## config.mk

```make
export PLATFORM = sky130hd
export DESIGN_NAME = psc_regs
export DESIGN_NICKNAME = d
export VERILOG_FILES = /design/src/sv/psc_pkg.sv /design/src/sv/psc_regs.sv
export SDC_FILE = /design/constraint.sdc
export NUM_CORES = 1
export LEC_CHECK = 0
export BUFFER_PORTS_ARGS = -buffer_cell sky130_fd_sc_hd__buf_2
export CORE_MARGIN = 2
export CORE_UTILIZATION = 45
export DETAILED_ROUTE_END_ITERATION = 7
export GPL_TIMING_DRIVEN = 0
export PLACE_DENSITY = 0.7
export SLEW_MARGIN = 20
export SYNTH_ARGS = -nofsm -noshare
export SYNTH_HDL_FRONTEND = slang
export SYNTH_SLANG_ARGS = --single-unit
```

## constraint.sdc

```tcl
create_clock -name i_clk -period 2.24 [get_ports i_clk]
set_input_delay 0 -clock i_clk [delete_from_list [all_inputs] [get_ports i_clk]]
set_output_delay 0 -clock i_clk [all_outputs]
set_load 0.005 [all_outputs]
```

## src/sv/psc_pkg.sv

```systemverilog
// Shared types and constants for the clipped PID step block.
`timescale 1ns / 1ps
package psc_pkg;

    localparam int unsigned QBits    = 16;
    localparam int unsigned DataW    = 32;
    localparam int unsigned TicksW   = 16;
    localparam int unsigned LpfW     = 17;
    localparam int unsigned ClipW    = 31;
    localparam int unsigned AddrW    = 5;
    localparam int unsigned DivW     = 48;

    // Register indexes on the configuration port.
    typedef enum logic [2:0] {
        REG_P_GAIN  = 3'd0,
        REG_I_GAIN  = 3'd1,
        REG_I_CLIP  = 3'd2,
        REG_D_GAIN  = 3'd3,
        REG_D_LPF   = 3'd4,
        REG_D_CLIP  = 3'd5,
        REG_OUT_MIN = 3'd6,
        REG_OUT_MAX = 3'd7
    } t_reg_idx;

    typedef struct packed {
        logic signed [DataW-1:0] p_gain;
        logic signed [DataW-1:0] i_gain;
        logic [ClipW-1:0]        i_clip;
        logic signed [DataW-1:0] d_gain;
        logic [LpfW-1:0]         d_lpf;
        logic [ClipW-1:0]        d_clip;
        logic signed [DataW-1:0] out_min;
        logic signed [DataW-1:0] out_max;
    } t_cfg;

    // Divider control and status between the sequencer and the divider.
    typedef struct packed {
        logic              start;
        logic [DivW-1:0]   dividend;
        logic [TicksW-1:0] divisor;
    } t_div_req;

    typedef struct packed {
        logic            done;
        logic [DivW-1:0] quotient;
    } t_div_rsp;

endpackage

```

## src/sv/psc_regs.sv

```systemverilog
// APB configuration registers of the PID step block.
`timescale 1ns / 1ps
module psc_regs (
    input  logic                       i_clk,
    input  logic                       i_rst_n,
    input  logic                       psel,
    input  logic                       penable,
    input  logic                       pwrite,
    input  logic [psc_pkg::AddrW-1:0]  paddr,
    input  logic [31:0]                pwdata,
    output logic [31:0]                prdata,
    output logic                       pready,
    output psc_pkg::t_cfg              o_cfg
);
    import psc_pkg::*;

    t_cfg     r_cfg;
    t_reg_idx w_idx;

    assign w_idx  = t_reg_idx'(paddr[AddrW-1:2]);
    assign pready = 1'b1;
    assign o_cfg  = r_cfg;

    always_ff @(posedge i_clk) begin
        if (!i_rst_n) begin
            r_cfg.p_gain  <= 32'sh0001_0000;
            r_cfg.i_gain  <= '0;
            r_cfg.i_clip  <= '1;
            r_cfg.d_gain  <= '0;
            r_cfg.d_lpf   <= '0;
            r_cfg.d_clip  <= '1;
            r_cfg.out_min <= 32'sh8000_0000;
            r_cfg.out_max <= 32'sh7FFF_FFFF;
        end else if (psel && penable && pwrite) begin
            case (w_idx)
                REG_P_GAIN:  r_cfg.p_gain  <= pwdata;
                REG_I_GAIN:  r_cfg.i_gain  <= pwdata;
                REG_I_CLIP:  r_cfg.i_clip  <= pwdata[ClipW-1:0];
                REG_D_GAIN:  r_cfg.d_gain  <= pwdata;
                REG_D_LPF:   r_cfg.d_lpf   <= pwdata[LpfW-1:0];
                REG_D_CLIP:  r_cfg.d_clip  <= pwdata[ClipW-1:0];
                REG_OUT_MIN: r_cfg.out_min <= pwdata;
                REG_OUT_MAX: r_cfg.out_max <= pwdata;
                default: ;
            endcase
        end
    end

    always_comb begin
        case (w_idx)
            REG_P_GAIN:  prdata = r_cfg.p_gain;
            REG_I_GAIN:  prdata = r_cfg.i_gain;
            REG_I_CLIP:  prdata = {1'b0, r_cfg.i_clip};
            REG_D_GAIN:  prdata = r_cfg.d_gain;
            REG_D_LPF:   prdata = {15'd0, r_cfg.d_lpf};
            REG_D_CLIP:  prdata = {1'b0, r_cfg.d_clip};
            REG_OUT_MIN: prdata = r_cfg.out_min;
            REG_OUT_MAX: prdata = r_cfg.out_max;
            default:     prdata = '0;
        endcase
    end
endmodule

```

Word level (Yosys, flattened, before mapping)
Cells that the tools add are included.

Equal/unequal tests: 7. Muxes and demuxes: 1. Reductions and logical operators: 11.

Operators by type and width (count): one-hot mux 32 bit (8 select lines) (1); AND reduction 2 bit (8); equality test 3 bit (second input constant) (4); equality test 3 x 2 -> 1 bit (second input constant) (2); equality test 3 x 1 -> 1 bit (second input constant) (1); zero test 3 bit (1); logical AND 1 bit (2).

Register bits after elaboration: 239. Bits of input ports: 42.

Logic depth before layout (Yosys ltp)
Word-level depth: 3. Depth in mapped cells: 7.

Least setup slack after synthesis
Ideal clock, no wire load.

Kind: input to register. Start: input port paddr[4] in the netlist's numbering. End: register r_cfg (netlist bit o_cfg[164]). Library setup time: 0.137 ns. Data arrival time: 1.014 ns. Required time: 2.103 ns. Path slack: 1.089 ns. Stages: 7. Cell sequence: or2_1 buf_4 or2_1 clkbuf_1 buf_2 nand2_1 nand3_1.

Cells in the longest elaborated chain, start to end: 2.

Ends and longest elaborated chain: from (decl) (line psc_regs.sv:9) `input logic [psc_pkg::AddrW-1:0] paddr,`; equality test 3 x 2 -> 1 bit (line psc_regs.sv:35) `case (w_idx)`; AND reduction 2 bit (no source line); to (decl) (line psc_regs.sv:17) `t_cfg r_cfg;`.

No other way between the ends. A chain may end at the register's enable or synchronous reset.

Worst setup path after layout
Start: input port paddr[3] in the netlist's numbering. End: output port prdata[16].

Cells in the longest elaborated chain, start to end: 2. Elaborated cells between the ends (all ways): 9.

Ends and longest elaborated chain: equality test 3 bit (tied with other cells) (line psc_regs.sv:50) `case (w_idx)`; one-hot mux 32 bit (8 select lines) (*) (line psc_regs.sv:50); to (decl) (line psc_regs.sv:11) `output logic [31:0] prdata,`.

Every way passes the cells marked *; elsewhere a longest branch is shown, timed or not.

==> impl_metrics.sql <==
INSERT INTO impl_metrics (metric_group, metric, value, unit) VALUES
('synth', 'area_fraction_of_the_dominant_cell_type_after_synthesis', '0.443', ''),
('global_routing', 'grtUsageMet1', '0.451', ''),
('layout', 'nFillCells', '2166', ''),
('pwr', 'vdd_ir_drop_max', '0.542', 'mV'),
('placed_design', 'dp.final_hpwl', '31800', 'um'),
('clock_network', 'clk_pin_slew_worst_paths', '70', 'ps'),
('routing', 'drt-wirelength-per-cell', '22.4', 'um'),
('run', 'drv.max_cap_violation_count', '0', ''),
('synth', 'postSynth.topFlopCell', 'sky130_fd_sc_hd__dfxtp_1', ''),
('layout', 'largest_reg_flops', '239', ''),
('worst_setup_path', 'critical_path.startpoint_type', 'input port', ''),
('clock_network', 'ctsHtreeMaxLevel', '1', ''),
('timing', 'timing.max_slew.rel_slack', '0.310', ''),
('worst_setup_path', 'crit_arrival', '2110', 'ps'),
('routing', 'routed-via-count', '11700', ''),
('hold_path', 'hold_path_depth', '2', ''),
('worst_setup_path', 'crit_path_end_kind', 'primary output', ''),
('worst_setup_path', 'cell_repeated_most_along_the_worst_path', 'sky130_fd_sc_hd__buf_2', ''),
('worst_setup_path', 'worstRegToRegCells', '2', ''),
('worst_setup_path', 'worstPathCellList', 'buf_2, buf_6, buf_4, nor2_1, buf_2, a221oi_1, nor2_1, buf_2', ''),
('global_routing', 'grt_first_pass_wirelength', '67300', 'um'),
('timing', 'rsz0062_at_grt', 'false', ''),
('pwr', 'total_power', '9760', 'uW'),
('worst_setup_path', 'crit_path_max_fanout', '10', ''),
('global_routing', 'globalRouteOverflowTotal', '0', ''),
('timing', 'max_freq', '474', 'MHz'),
('hold_path', 'hold_path_end', 'o_cfg[111]', ''),
('synth', 'synth-edff-count', '0', ''),
('routing', 'drt_first_pass_iters', '6', ''),
('floorplanning', 'die_area', '0.0253', 'mm2'),
('floorplanning', 'initial_utilization', '0.459', ''),
('global_routing', 'grt.met2_usage', '0.536', ''),
('synth', 'synth.top_cells.by_count', 'sky130_fd_sc_hd__nand2_1 (451), sky130_fd_sc_hd__dfxtp_1 (239), sky130_fd_sc_hd__a21boi_0 (111)', ''),
('clock_network', 'tritoncts', 'built', ''),
('routing', 'vias_per_cell', '5.73', ''),
('run_status', 'status', 'finished clean', ''),
('placed_design', 'post_dp_cell_area', '0.0127', 'mm2'),
('pwr', 'power_density', '703', 'mW/mm2'),
('timing', 'fin_skew', '0', 'ps'),
('global_routing', 'grt_pass1_vias', '11000', ''),
('global_routing', 'antenna_violations_before_repair', '2', ''),
('synth', 'postSynthAreaPerCell', '7.96', 'um2'),
('worst_setup_path', 'reg2reg_to', 'o_cfg[105]', ''),
('timing', 'post_route_fraction_of_the_period_consumed_by_the_critical_path', '0.942', ''),
('layout', 'multi_input_area', '0.00528', 'mm2'),
('worst_setup_path', 'critical_path_required', '2240', 'ps'),
('worst_setup_path', 'worst_path_largest_cell_delay', '670', 'ps'),
('hold_path', 'worstHoldStart', 'i_rst_n', ''),
('clock_network', 'cts_resized', '0', ''),
('global_routing', 'most_used_routing_layer_in_global_routing', 'met2', ''),
('layout', 'layout-area-overhead-vs-synth', '28.5', '%'),
('layout', 'design.final.nets', '1753', ''),
('floorplanning', 'die_y', '159', 'um'),
('layout', 'final_cell_area', '0.0139', 'mm2'),
('hold_path', 'hp-class', 'input port to flop', ''),
('timing', 'final-setup-viol-count', '0', ''),
('clock_network', 'numCtsBuffers', '25', ''),
('timing', 'timing_hold_violations_final', '0', ''),
('layout', 'layout.area.seq', '0.00478', 'mm2'),
('routing', 'ant_nets', '0', ''),
('synth', 'synth_seq_cells', '239', ''),
('clock_network', 'number_of_sinks_on_the_clock_net', '239', ''),
('placed_design', 'placed_cells', '1969', ''),
('synth', 'ys.warnings.count', '0', ''),
('global_routing', 'globalRouteTotalUtil', '0.346', ''),
('worst_setup_path', 'r2r_setup_slack', '1490', 'ps'),
('worst_setup_path', 'worst-setup-path-type', 'input port to primary output', ''),
('worst_setup_path', 'r2r_startpoint', 'o_cfg[105]', ''),
('clock_network', 'clock-root-buffer', 'sky130_fd_sc_hd__clkbuf_16', ''),
('routing', 'detail_route.iter0.violations', '1290', ''),
('timing', 'setup_slack', '129', 'ps');
through the flow:
stage                      util  hold WS (ps)
after floorplan               -           124
after global placement    0.538           291
after detailed placement  0.538           288
after CTS                 0.590          19.1
after global routing      0.590          41.3
final                     0.590          37.6
worst max-delay path: cells and delay by family:
family                 cells  cell delay (ps)
AND/OR/NAND/NOR            2              890
AO/OA/AOI/OAI              1              150
buffers and inverters      5             1070
layout make-up:
| cell class | count | area share |
|---|---|---|
| clock buffer | 32 | 0.0505 |
| sequential | 239 | 0.345 |
| multi-input combinational | 968 | 0.380 |
| inverter | 19 | 0.00514 |
| timing repair buffer | 326 | 0.130 |
| clock inverter | 14 | 0.0127 |
| antenna | 1 | 0.000180 |
| tap | 319 | 0.0287 |
| buffer | 132 | 0.0480 |
cells by family after synthesis:
logic type / Yosys count / synth area share
buffers and inverters: 151 / 0.0683
AO/OA/AOI/OAI: 281 / 0.194
AND/OR/NAND/NOR: 627 / 0.237
multiplexers: 59 / 0.0572
flip-flops: 239 / 0.443
other: 1 / 0.000347
per-layer routing:
metal | wire (um) | vias to the layer above
met5 | 11 | -
met4 | 2420 | 2
met3 | 5370 | 173
met2 | 20200 | 803
met1 | 18000 | 5510
li1 | - | 5252
cells in the final DEF (no fill, tap or decap), types with 6 or more instances in the layout:
cell / n
sky130_fd_sc_hd__clkinv_2: 8
sky130_fd_sc_hd__a21boi_1: 33
sky130_fd_sc_hd__clkbuf_1: 52
sky130_fd_sc_hd__inv_1: 19
sky130_fd_sc_hd__o211ai_1: 16
sky130_fd_sc_hd__a21boi_0: 111
sky130_fd_sc_hd__nor2b_1: 12
sky130_fd_sc_hd__buf_2: 348
sky130_fd_sc_hd__clkbuf_16: 25
sky130_fd_sc_hd__o21ai_0: 18
sky130_fd_sc_hd__mux2_2: 22
sky130_fd_sc_hd__nand3_1: 80
sky130_fd_sc_hd__dlygate4sd3_1: 34
sky130_fd_sc_hd__nand2_1: 451
sky130_fd_sc_hd__a21oi_1: 15
sky130_fd_sc_hd__buf_4: 19
sky130_fd_sc_hd__o2bb2ai_1: 7
sky130_fd_sc_hd__a22o_1: 18
sky130_fd_sc_hd__o22ai_1: 7
sky130_fd_sc_hd__a221oi_1: 32
sky130_fd_sc_hd__mux2i_1: 37
sky130_fd_sc_hd__nor2_1: 65
sky130_fd_sc_hd__dfxtp_1: 239
sky130_fd_sc_hd__a211oi_1: 6
worst max-delay path by stage:
stage	slack (ps)	start	cells past startpoint	to
2_1_floorplan	1090	paddr[4]	7	o_cfg[164]
3_3_place_gp	240	paddr[3]	8	prdata[16]
3_5_place_dp	220	paddr[3]	8	prdata[16]
4_1_cts	220	paddr[3]	8	prdata[16]
5_1_grt	140	paddr[3]	8	prdata[12]
6_report	130	paddr[3]	8	prdata[16]
report_power, final:
part | switching, uW | total (uW) | internal, uW
clock network | 1850 | 4520 | 2670
logic | 570 | 915 | 344
registers | 36.5 | 4330 | 4290
total | 2460 | 9760 | 7310
timing repair:
| action | 4_1_cts | 5_1_grt |
|---|---|---|
| setup buffers | 0 | 0 |
| hold buffers | 34 | 0 |
| hold endpoints to repair | 239 | 0 |
Note: power is estimated with default switching activity, not from simulation.
