$ cat src/sv/psc_pkg.sv
// Shared types and constants for the clipped PID step block.
`timescale 1ns / 1ps
package psc_pkg;

    localparam int unsigned QBits    = 16;
    localparam int unsigned DataW    = 32;
    localparam int unsigned TicksW   = 16;
    localparam int unsigned LpfW     = 17;
    localparam int unsigned ClipW    = 31;
    localparam int unsigned AddrW    = 5;
    localparam int unsigned DivW     = 48;

    // Register indexes on the configuration port.
    typedef enum logic [2:0] {
        REG_P_GAIN  = 3'd0,
        REG_I_GAIN  = 3'd1,
        REG_I_CLIP  = 3'd2,
        REG_D_GAIN  = 3'd3,
        REG_D_LPF   = 3'd4,
        REG_D_CLIP  = 3'd5,
        REG_OUT_MIN = 3'd6,
        REG_OUT_MAX = 3'd7
    } t_reg_idx;

    typedef struct packed {
        logic signed [DataW-1:0] p_gain;
        logic signed [DataW-1:0] i_gain;
        logic [ClipW-1:0]        i_clip;
        logic signed [DataW-1:0] d_gain;
        logic [LpfW-1:0]         d_lpf;
        logic [ClipW-1:0]        d_clip;
        logic signed [DataW-1:0] out_min;
        logic signed [DataW-1:0] out_max;
    } t_cfg;

    // Divider control and status between the sequencer and the divider.
    typedef struct packed {
        logic              start;
        logic [DivW-1:0]   dividend;
        logic [TicksW-1:0] divisor;
    } t_div_req;

    typedef struct packed {
        logic            done;
        logic [DivW-1:0] quotient;
    } t_div_rsp;

endpackage

$ cat src/sv/psc_div.sv
// Restoring serial divider, one quotient bit per cycle.
`timescale 1ns / 1ps
module psc_div (
    input  logic                i_clk,
    input  logic                i_rst_n,
    input  psc_pkg::t_div_req   i_req,
    output psc_pkg::t_div_rsp   o_rsp
);
    import psc_pkg::*;

    localparam int unsigned CntW = $clog2(DivW + 1);

    logic [DivW-1:0]   r_quo;
    logic [TicksW:0]   r_rem;
    logic [TicksW-1:0] r_dvs;
    logic [CntW-1:0]   r_cnt;
    logic              r_busy;
    logic              r_done;
    logic [TicksW:0]   w_shift;
    logic [TicksW:0]   w_diff;
    logic              w_ge;

    assign w_shift = {r_rem[TicksW-1:0], r_quo[DivW-1]};
    assign w_ge    = w_shift >= {1'b0, r_dvs};
    assign w_diff  = w_shift - {1'b0, r_dvs};

    always_ff @(posedge i_clk) begin
        if (!i_rst_n) begin
            r_busy <= 1'b0;
            r_done <= 1'b0;
            r_cnt  <= '0;
        end else if (i_req.start) begin
            r_busy <= 1'b1;
            r_done <= 1'b0;
            r_cnt  <= '0;
            r_quo  <= i_req.dividend;
            r_dvs  <= i_req.divisor;
            r_rem  <= '0;
        end else if (r_busy) begin
            r_rem <= w_ge ? w_diff : w_shift;
            r_quo <= {r_quo[DivW-2:0], w_ge};
            r_cnt <= r_cnt + 1'b1;
            if (r_cnt == CntW'(DivW - 1)) begin
                r_busy <= 1'b0;
                r_done <= 1'b1;
            end
        end
    end

    assign o_rsp.done     = r_done;
    assign o_rsp.quotient = r_quo;
endmodule

$ cat config.mk
export PLATFORM = sky130hd
export DESIGN_NAME = psc_div
export DESIGN_NICKNAME = d
export VERILOG_FILES = /design/src/sv/psc_pkg.sv /design/src/sv/psc_div.sv
export SDC_FILE = /design/constraint.sdc
export NUM_CORES = 1
export LEC_CHECK = 0
export ABC_AREA = 0
export BUFFER_PORTS_ARGS = -buffer_cell sky130_fd_sc_hd__buf_2
export CAP_MARGIN = 20
export CORE_UTILIZATION = 40
export CTS_BUF_LIST = sky130_fd_sc_hd__clkbuf_4
export DETAILED_ROUTE_END_ITERATION = 10
export PLACE_DENSITY = 0.65
export SYNTH_ARGS = -nofsm -noshare
export SYNTH_HDL_FRONTEND = slang
export SYNTH_SLANG_ARGS = --single-unit
$ cat constraint.sdc
create_clock -name i_clk -period 2.6 [get_ports i_clk]
set_input_delay 0.13 -clock i_clk [delete_from_list [all_inputs] [get_ports i_clk]]
set_output_delay 0.13 -clock i_clk [all_outputs]
set_load 0.02 [all_outputs]
# Yosys cells after proc, flatten, opt, wreduce, memory -nomap -nowiden
# Cells that the tools add are included.
# Widths: inputs -> output; s select.
dict set report word_totals {
  reg_bits 88
}
dict set report classes {
  add_sub_neg 2
  n_lt_le_gt_ge 1
  n_eq_ne 1
  n_mux 7
  bitwise 1
  reduce_logical 5
}
# op count
set ops {}
lappend ops {{$mux 48} 2}
lappend ops {{$mux 16} 2}
lappend ops {{$ge 17x16->1} 1}
lappend ops {{$sub 16x16->16} 1}
lappend ops {{$add 6x1->6 const B} 1}
lappend ops {{$eq 6x6->1 const B} 1}
lappend ops {{$reduce_and 2->1} 3}
lappend ops {{$mux 1} 3}
lappend ops {{$reduce_bool 2->1} 1}
lappend ops {{$reduce_or 2->1} 1}
lappend ops {{$not 1->1} 1}

# Logic depth before layout (Yosys ltp)
# Gate-level depths: netlist of run 1.
dict set report logic_depth {
  ltp_word 4
  mapped_depth 9
  depth_no_buf 9
}

# Worst setup path before layout of run 1
# OpenSTA, ideal clock, no wires.
dict set report synth_timing {
  path_type {flip-flop to flip-flop}
  startpoint {register r_busy}
  endpoint {register r_quo[0] (enable)}
  arrival_time_ns 2.070
  t_required_ns 2.173
  path_slack_ns 0.103
  stages_incl_launch_ff 3
  synth_period_minus_slack_ns 2.497
  path_cell_list {dfxtp_1 -> clkbuf_1 -> o21a_1}
}
dict set report synth_via {
  elab_chain_cells 2
}
# element line
set synth_rtl {}
lappend synth_rtl {{start, declared} psc_div.sv:17} ;# logic r_busy;
lappend synth_rtl {{start signal, assigned} psc_div.sv:29} ;# r_busy <= 1'b0;
lappend synth_rtl {{start signal, assigned} psc_div.sv:33} ;# r_busy <= 1'b1;
lappend synth_rtl {{start signal, assigned} psc_div.sv:44} ;# r_busy <= 1'b0;
lappend synth_rtl {{$reduce_bool 2->1 (no line)} --}
lappend synth_rtl {{$reduce_and 2->1 (no line)} --}
lappend synth_rtl {{end signal, assigned} psc_div.sv:36} ;# r_quo <= i_req.dividend;
lappend synth_rtl {{end signal, assigned} psc_div.sv:41} ;# r_quo <= {r_quo[DivW-2:0], w_ge};
lappend synth_rtl {{end, declared} psc_div.sv:13} ;# logic [DivW-1:0] r_quo;
# No other way between the ends.
# A chain may end at the register's enable or synchronous reset.

# Worst setup path in the final report of run 1
dict set report layout_timing {
  startpoint {register r_quo[47]}
  endpoint {register r_rem[8] (data pin)}
}
dict set report layout_via {
  elab_chain_cells 3
  elab_cells_between_ends 4
  classes_between {add/sub (1); order compare (1); mux (2)}
}
# element line
set layout_rtl {}
lappend layout_rtl {{$sub 16x16->16 or $ge 17x16->1 (tied branches)} {psc_div.sv:25, psc_div.sv:24}}
lappend layout_rtl {{$mux 16 *} psc_div.sv:40} ;# r_rem <= w_ge ? w_diff : w_shift;
lappend layout_rtl {{$mux 16 *} psc_div.sv:39} ;# end else if (r_busy) begin
lappend layout_rtl {{end signal, assigned} psc_div.sv:40}
lappend layout_rtl {{end, declared} psc_div.sv:14} ;# logic [TicksW:0] r_rem;
# Every way passes the cells marked *; elsewhere a longest branch is shown, timed or not. The select of a mux whose other input is x is not followed.

==> out/qor.yml, run 1 <==
dp_hpwl_mm: 7.43
grt_pass1_vias: 3754
seq_area_frac_synth_pct: 56.1
tightestPinTransition_ns: 0.840
crit_arrival_ns: 2.78
root_buffer: "clkbuf_4"
grt_pass1_wl_mm: 18.0
r2r_cells: 10
dieArea_um2: 11900
synth_top_area_share_pct: 52.6
fin_area_um2: 6260
synthMostInstantiatedCell: "edfxtp_1"
synth-seq-cells: 88
clock_path_buffers: 2
cp_cell_sequence: "inv_1 -> ha_1 -> fa_1 -> nand2b_4 -> a21oi_2 -> buf_4 -> o211a_1 -> nor3_1 -> or4b_1 -> a21oi_1"
slowest_stage: "or4b_1"
whs_ns: 0.0814
clk_pin_slew_worst_paths_ns: 0.15
critPathLaunchType: "flip-flop"
synth_area_um2: 4570
p_seq_share_pct: 48.9
rrSetupSlack_ns: 0.12
rows: 38
p_clk_share_pct: 23.1
placed_area_um2: 5370
via_per_inst: 5.25
maxCapViolCount: 0
syn_to_final_growth_pct: 37.0
synth_nets: 446
fmax_mhz: 404
remaining_drc_errors: 0
numCtsBuffers: 9
place_inst: 616
path_max_fanout: 5
clkLatencyLatePin_ns: 0.45
cts_tree: "done"
postRouteAntennaNets: 0
antenna_found_initial: 0
gp_congestion: 0.868
yosys-top-cells-area: "edfxtp_1, mux2_2, ha_1"
synthTopCellsByCount: "edfxtp_1, mux2_2, a21oi_1, nor2_1, o21ai_0"
min_period_ns: 2.48
critical-path-max-stage-delay_ns: 0.46
drt_first_pass_iters: 5
nFillCells: 895
die_w_um: 109
maxSlewViolCount: 0
synth_cell_types: 53
dr.first_iter.drc_count: 230
clock_sinks: 88
synthArstFlopShare_pct: 0
p_sw_share_pct: 30.7
ios: 116
antennaDiodeCount: 0
synth-main-ff-cell: "edfxtp_1"
detail_route.wl_per_cell_um: 16.4
start_util_pct: 41.6
path_buf_inv: 2
comb_power_share_pct: 28.0
worstHoldPathCells: 3
r2r-start: "r_quo[47]"
power.switching_uw: 1090
syn_inst: 361
yosys_warnings: 0
fin_crit_sh_pct: 95.3
setup_viol: 0
core-area_um2: 11000
hold_end: "r_cnt[5]"
grt_overflow: 0
irDropWorstVdd_uv: 379
htreeDepth: 3
r2r-end: "r_rem[8]"
wirelength_mm: 11.5
vias: 3678
portBuffers: 115
p_int_uw: 2450
fin_nets: 641
final_cells: 701
grt_usage_pct: 19.8
critical-path-top-delay-family: "simple AND/OR/NAND/NOR gates"
final-hold-violation-count: 0
die_height_um: 109
grt_max_degree: 39
worstSetupEndpointType: "flip-flop"
hp-class: "input port to flip-flop"
tns_ns: 0
required_ns: 2.90
p_leak_uw: 0.00255
worstHoldStart: "i_rst_n"
drive_gt1_share_pct: 38.3
yosys.area.top_type: "edfxtp_1"
critPathKind: "flip-flop to flip-flop"
syn_area_per_cell_um2: 12.7
power.density_nw_per_um2: 566
finClkSkew_ns: 0.0136
synth_edf_count: 80
relSlewSlack_pct: 44.0
status: "complete, no violations"
[cells by family (layout without fill, tap and decap cells)]
group	Yosys count	after routing	synth area share [%]
flops	88	88	56.1
compound gates	83	83	12.4
simple gates	79	79	9.29
mux	52	52	12.7
buf+inv	33	233	2.85
fa+ha+maj	18	18	5.09
xor+xnor	8	8	1.53
[metrics by stage]
| stage | setup WS [ns] | util (%) | power (µW) |
|---|---|---|---|
| 5_1_grt | -0.0224 | 57.0 | 3730 |
| 3_5_place_dp | 0.0311 | 48.9 | 2610 |
| 6_report | 0.123 | 57.0 | 3540 |
| 3_3_place_gp | 0.119 | 48.9 | 2590 |
| 2_1_floorplan | 0.103 | - | 2340 |
| 4_1_cts | 0.0166 | 56.2 | 3510 |
[worst max-delay path by stage]
stage | depth (start not counted) | endpoint | startpoint
CTS | 7 | r_rem[0] | r_rem[3]
global placement | 7 | r_rem[10] | r_rem[7]
detailed placement | 7 | r_rem[10] | r_rem[7]
floorplan | 2 | r_quo[0] | r_busy
finish | 10 | r_rem[8] | r_quo[47]
global route | 10 | r_rem[8] | r_quo[47]
[placed cells by master (no fill, tap or decap), types with 2 or more instances in the layout]
cell type	netlist	layout
clkinv_4	0	2
buf_4	1	19
inv_1	19	19
xnor2_1	5	5
mux2_2	49	49
ha_1	17	13
edfxtp_1	80	80
nand4_1	7	7
nor2b_1	4	4
mux2i_1	3	3
nor2_1	20	20
o21ai_0	20	20
ha_4	0	3
o21a_1	6	5
o211ai_1	8	8
or4_1	2	2
nand2b_1	6	5
a21boi_0	3	3
or3_1	2	2
a21oi_1	20	19
and4_4	2	2
a21o_1	6	6
dlygate4sd3_1	0	64
and3_1	3	3
nand3_1	8	8
xor2_1	3	3
o31ai_1	3	3
nand2_1	10	10
or4b_1	2	2
a211oi_1	2	2
clkbuf_4	0	9
dfxtp_1	8	8
nor3_1	8	8
buf_2	2	115
[tightest hold or removal path, stage by stage]
cell and delay [ns]:
buf_2 0.11, nand2_1 0.19, a21oi_1 0.06
[state kept, by name (all words and copies together) (netlist names)]
signal,count
r_quo,48
r_rem,16
r_done,1
r_busy,1
r_cnt,6
r_dvs,16
[routing by layer]
layer	up-vias	track usage (%)	share of wire, %
li1	1773	-	-
met4	0	7.14	1.5
met1	1781	24.9	43
met2	110	32.8	51
met5	-	0	0
met3	14	5.14	4.9
[power by group through the flow]
stage                     sequential (µW)  clock (µW)  combinational [µW]
final                                1730         820                 990
after global routing                 1740         899                1090
after CTS                            1730         844                 936
after detailed placement             1760           0                 853
after global placement               1760           0                 837
after floorplan                      1810           0                 526
[repair_timing]
item,in CTS,in global routing
endpoints found under the setup margin,2,12
gates cloned,0,0
pin swaps,0,2
gates resized for setup,2,9
endpoints found under the hold margin,64,0
buffers inserted,0,5
hold buffers,64,0
[area by class of cell]
type | count | area (µm²) | area share, %
Multi-Input combinational cell | 240 | 1940 | 31.1
Clock inverter | 7 | 78.8 | 1.26
Inverter | 19 | 71.3 | 1.14
Timing Repair Buffer | 198 | 1360 | 21.7
Sequential cell | 88 | 2560 | 40.9
Clock buffer | 9 | 67.6 | 1.08
Tap cell | 140 | 175 | 2.80
(Power assumes the default switching activity.)
==> run 2: changes to the inputs <==
--- a/config.mk
+++ b/config.mk
@@ -8,10 +8,12 @@
 export ABC_AREA = 0
 export BUFFER_PORTS_ARGS = -buffer_cell sky130_fd_sc_hd__buf_2
 export CAP_MARGIN = 20
-export CORE_UTILIZATION = 40
+export CELL_PAD_IN_SITES_DETAIL_PLACEMENT = 1
+export CELL_PAD_IN_SITES_GLOBAL_PLACEMENT = 1
+export CORE_UTILIZATION = 39
 export CTS_BUF_LIST = sky130_fd_sc_hd__clkbuf_4
 export DETAILED_ROUTE_END_ITERATION = 10
-export PLACE_DENSITY = 0.65
+export PLACE_DENSITY_LB_ADDON = 0.1
 export SYNTH_ARGS = -nofsm -noshare
 export SYNTH_HDL_FRONTEND = slang
 export SYNTH_SLANG_ARGS = --single-unit
==> out/qor.yml, run 2 (synthesis results as in run 1) <==
min_period_ns: 2.47  # -0.00329 ns
detail_route.wl_per_cell_um: 17.3  # +5.8%
grt_usage_pct: 20.8  # +1.0 points
gp_congestion: 0.828  # -4.6%
critPathLaunchType: "flip-flop"
critical-path-max-stage-delay_ns: 0.56  # +0.10 ns
fin_area_um2: 6250  # -0.18%
ios: 116  # unchanged
remaining_drc_errors: 0  # unchanged
core-area_um2: 11400  # +4.0%
tightestPinTransition_ns: 0.423  # -0.417 ns
largest_reg_flops: 48  # unchanged
syn_to_final_growth_pct: 36.8
multi_input_area_um2: 1940  # -0.13%
cp_cell_sequence: "ha_2 -> and4_4 -> and4_4 -> o211ai_4 -> o211a_4 -> or4b_1 -> a21oi_2"
clock_sinks: 88  # unchanged
fin_crit_sh_pct: 95.2  # -0.13 points
cts_setup_buffers: 0  # unchanged
antennaDiodeCount: 0  # unchanged
rows: 39  # +2.6%
setup_viol: 0  # unchanged
portBuffers: 115  # unchanged
numCtsBuffers: 9  # unchanged
comb_power_share_pct: 28.8  # +0.8 points
final_cell_mix: "buf_2, edfxtp_1, dlygate4sd3_1"
required_ns: 2.93  # +0.03 ns
nFillCells: 1242  # +39%
p_sw_share_pct: 30.1  # -0.64 points
p_int_uw: 2420  # -1.2%
drive_gt1_share_pct: 37.9  # -0.44 points
postRouteAntennaNets: 0  # unchanged
irDropWorstVdd_uv: 351  # -7.5%
p_clk_share_pct: 21.2  # -1.9 points
drt_first_pass_iters: 4  # -1
maxCapViolCount: 0  # unchanged
power.density_nw_per_um2: 555  # -1.9%
relSlewSlack_pct: 71.8  # +28 points
hp-class: "input port to flip-flop"
die_height_um: 110  # +1.2%
crit_path_frequent_cell: "and4_4"
crit_arrival_ns: 2.80  # +0.02 ns
area.sequential_um2: 2560  # unchanged
path_max_fanout: 19  # +14
finClkSkew_ns: 0.0176  # +0.00406 ns
rsz0062_at_grt: "false"
maxSlewViolCount: 0  # unchanged
root_buffer: "clkbuf_4"
tns_ns: 0  # unchanged
status: "complete, no violations"
dieArea_um2: 12100  # +2.5%
dp_hpwl_mm: 7.89  # +6.1%
fmax_mhz: 404  # +0.13%
die_w_um: 110  # +1.2%
clock_path_buffers: 2  # unchanged
grt_max_degree: 60  # +54%
slowest_stage: "or4b_1"
grt_pass1_wl_mm: 18.9  # +4.7%
reg_top3: "r_quo: 48 flops, r_dvs: 16 flops, r_rem: 16 flops"
final-hold-violation-count: 0  # unchanged
htreeDepth: 3  # unchanged
total_power_uw: 3470  # -2.1%
start_util_pct: 40.0  # -1.6 points
utilization_pct: 54.7  # -2.3 points
grt_overflow: 0  # unchanged
clk_pin_slew_worst_paths_ns: 0.13  # -0.02 ns
whs_ns: 0.0901  # +0.00866 ns
grt_pass1_vias: 3868  # +3.0%
clkLatencyLatePin_ns: 0.46  # about the same
p_seq_share_pct: 50.0  # +1.1 points
top_register: "r_quo"
cts_tree: "done"
antenna_found_initial: 0  # unchanged
p_leak_uw: 0.00253  # -0.82%
wirelength_mm: 12.1  # +5.6%
dr.first_iter.drc_count: 141  # -39%
via_per_inst: 5.21  # -0.78%
power.switching_uw: 1040  # -4.1%
worstSetupEndpointType: "flip-flop"
critPathKind: "flip-flop to flip-flop"
layout_commonest_cell: "buf_2"
fin_nets: 640  # -0.16%
placed_area_um2: 5430  # +1.1%
vias: 3644  # -0.92%
==> run 2: cell types whose count changed in the layout (fill, tap and decap cells not counted), sizes merged <==
| cell | delta |
|---|---|
| clkinvlp | +1 |
| inv | -2 |
| clkinv | -2 |
| buf | -1 |
==> run 2: layout make-up <==
type / instances / area share, %
sequential: 88 / 41.0
multi-input combinational: 240 / 31.1
timing repair buffer: 197 / 22.0
tap: 143 / 2.86
inverter: 19 / 1.14
clock buffer: 9 / 1.08
clock inverter: 4 / 0.781
==> run 2: timing repair <==
action,CTS,global route
resized for setup,0,12
hold buffers,64,0
endpoints found under the hold margin,64,0
endpoints found under the setup margin,0,13
==> run 2: final timing paths <==
check                           depth (start not counted)  slack, ns  startpoint        to
worst max-delay path                                    7       0.13    r_rem[6]  r_rem[8]
worst min-delay path                                    3       0.09     i_rst_n  r_cnt[5]
worst max register to register                          7       0.13    r_rem[6]  r_rem[8]
worst min register to register                          2       0.48      r_done    r_done
==> run 2: power groups by stage <==
stage	Combinational (µW)	Sequential (µW)	Clock, µW
after floorplan	526	1810	0
after global placement	873	1760	0
after detailed placement	894	1760	0
after CTS	973	1730	758
after global routing	1100	1750	808
final	1000	1730	735
==> run 2: per-layer routing <==
metal	vias up	global-route usage, %	routed length [µm]
met2	72	36.0	6330
met3	17	4.59	449
met5	-	0	0
met1	1778	24.9	5110
met4	0	9.21	238
li1	1777	-	-
==> run 2: critical path, delay by kind of cell, from the launching register on <==
| kind | cells | cell delay, ns |
|---|---|---|
| flops | 1 | 0.41 |
| compound gates | 3 | 0.47 |
| fa+ha+maj | 1 | 0.39 |
| simple gates | 3 | 1.09 |
==> run 2: through the flow <==
step	instances	worst slack (ns)
final	700	0.126
after CTS	700	0.00425
after detailed placement	623	0.0454
after global routing	700	0.00674
after global placement	623	0.114
after floorplan	361	0.103
==> run 3: changes to the inputs <==
==> constraint.sdc (replaced) <==
create_clock -name i_clk -period 2.2 [get_ports i_clk]
set_input_delay 0.11 -clock i_clk [delete_from_list [all_inputs] [get_ports i_clk]]
set_output_delay 0.11 -clock i_clk [all_outputs]
set_load 0.02 [all_outputs]
==> out/qor.yml, run 3 (synthesis results as in run 1) <==
worstSetupEndpointType: "flip-flop"
antenna_found_initial: 0  # unchanged
grt_usage_pct: 23.6  # +2.7 points
grt_pass1_wl_mm: 21.1  # +12%
slowest_stage: "edfxtp_1"
dr.first_iter.drc_count: 138  # -2.1%
required_ns: 2.42  # -0.51 ns
ios: 116  # unchanged
final-hold-violation-count: 0  # unchanged
power.density_nw_per_um2: 659  # +19%
maxCapViolCount: 0  # unchanged
fmax_mhz: 417  # +3.2%
critical-path-max-stage-delay_ns: 0.46  # -0.10 ns
multi_input_area_um2: 2220  # +14%
pre_cts_ws_ns: -0.247  # -0.293 ns
cp_cell_sequence: "ha_4 -> a21o_1 -> a211o_1 -> a211oi_4 -> o211ai_1 -> buf_4 -> nand4_1 -> a21oi_1"
nFillCells: 1195  # -3.8%
core-area_um2: 11400  # unchanged
portBuffers: 115  # unchanged
start_util_pct: 40.0  # unchanged
utilization_pct: 59.8  # +5.1 points
clkLatencyLatePin_ns: 0.46  # about the same
grt_max_degree: 55  # -8.3%
critPathLaunchType: "flip-flop"
root_buffer: "clkbuf_4"
largest_reg_flops: 48  # unchanged
setup_viol: 17  # +17
fin_nets: 679  # +6.1%
place_inst: 645  # +3.5%
area.sequential_um2: 2560  # unchanged
remaining_drc_errors: 0  # unchanged
fin_crit_sh_pct: 109  # +14 points
via_per_inst: 5.25  # +0.92%
die_w_um: 110  # unchanged
grt_pass1_vias: 4234  # +9.5%
relSlewSlack_pct: 66.2  # -5.6 points
irDropWorstVdd_uv: 458  # +31%
hp-class: "input port to flip-flop"
rrSetupSlack_ns: -0.20  # -0.32 ns
wl_met2_mm: 7.59  # +20%
min_period_ns: 2.40  # -0.0757 ns
crit_arrival_ns: 2.62  # -0.18 ns
die_height_um: 110  # unchanged
rows: 39  # unchanged
gp_congestion: 0.869  # +4.9%
clk_pin_slew_worst_paths_ns: 0.14  # about the same
detail_route.wl_per_cell_um: 19.1  # +10%
clock_path_buffers: 2  # unchanged
total_power_uw: 4500  # +30%
antennaDiodeCount: 0  # unchanged
top_layer: "met4"
wirelength_mm: 14.1  # +17%
dieArea_um2: 12100  # unchanged
numCtsBuffers: 9  # unchanged
syn_to_final_growth_pct: 49.5
cts_tree: "done"
finClkSkew_ns: 0.0194  # +0.00176 ns
critPathKind: "flip-flop to flip-flop"
grt_overflow: 0  # unchanged
p_leak_uw: 0.00277  # +9.5%
dp_hpwl_mm: 8.37  # +6.2%
drive_gt1_share_pct: 48.5  # +11 points
rsz0062_at_grt: "true"
critical-path-top-delay-family: "compound AO/OA/AOI/OAI gates"
postRouteAntennaNets: 0  # unchanged
tightestPinTransition_ns: 0.507  # +0.0847 ns
violations: "negative setup slack"
drt_first_pass_iters: 4  # unchanged
tns_ns: -2.67  # -2.67 ns
maxSlewViolCount: 0  # unchanged
wl_met3_um: 584  # +30%
final_cell_mix: "buf_2, edfxtp_1, dlygate4sd3_1"
vias: 3893  # +6.8%
clock_sinks: 88  # unchanged
top_register: "r_quo"
layout_commonest_cell: "buf_2"
htreeDepth: 3  # unchanged
path_max_fanout: 7  # -12
status: "finished, violations left"
wl_met1_mm: 5.64  # +11%
setup_ws_ns: -0.198  # -0.324 ns
path_buf_inv: 1  # +1
final_cells: 741  # +5.9%
reg_top3: "r_quo: 48 flops, r_dvs: 16 flops, r_rem: 16 flops"
run 3: changes by cell type in the layout (fill, tap and decap cells not counted), sizes merged:
cell      before  now
clkinvlp       2    0
o211a          2    4
clkinv         1    5
buf          133  170
run 3: final cells by class:
| class | count | share of cell area [%] |
|---|---|---|
| clock buffers | 9 | 0.989 |
| clock inverters | 6 | 0.898 |
| inverters | 19 | 1.04 |
| multi-input cells | 242 | 32.5 |
| flip-flops and latches | 88 | 37.5 |
| well taps | 143 | 2.62 |
| repair buffers | 234 | 24.4 |
run 3: worst paths after layout:
path / startpoint / cells past startpoint / end
min: i_rst_n / 3 / r_cnt[5]
min reg2reg: r_cnt[5] / 2 / r_cnt[5]
max reg2reg: r_rem[13] / 8 / r_rem[7]
max: r_rem[13] / 8 / r_rem[7]
run 3: worst min-delay path, cell delays in order:
cell and delay (ns):
buf_2 0.11, nand2_1 0.21, a21oi_1 0.07
run 3: through the flow:
step / area, µm² / hold WS, ns
after detailed placement: 5670 / 0.289
after CTS: 6610 / 0.0473
final: 6830 / 0.0818
after global routing: 6830 / 0.0814
after global placement: 5670 / 0.286
after floorplan: 4660 / 0.209
run 3: power breakdown:
group	internal (µW)	leakage, µW	switching [µW]
registers	1980	0.000829	70.2
clock network	337	0.0000732	570
logic	761	0.00187	781
total	3080	0.00277	1420
run 3: what timing repair did:
item,4_1_cts,5_1_grt
setup buffers,7,7
gates resized for setup,26,39
pin swaps,23,26
gates cloned,3,0
endpoints found under the setup margin,17,17
hold endpoints to repair,64,0
hold buffers,64,0
run 3: per-layer routing:
layer | global-route usage, % | vias up
met5 | 0 | -
met4 | 8.65 | 0
met3 | 5.29 | 25
met2 | 42.4 | 89
met1 | 27.3 | 1919
li1 | - | 1860
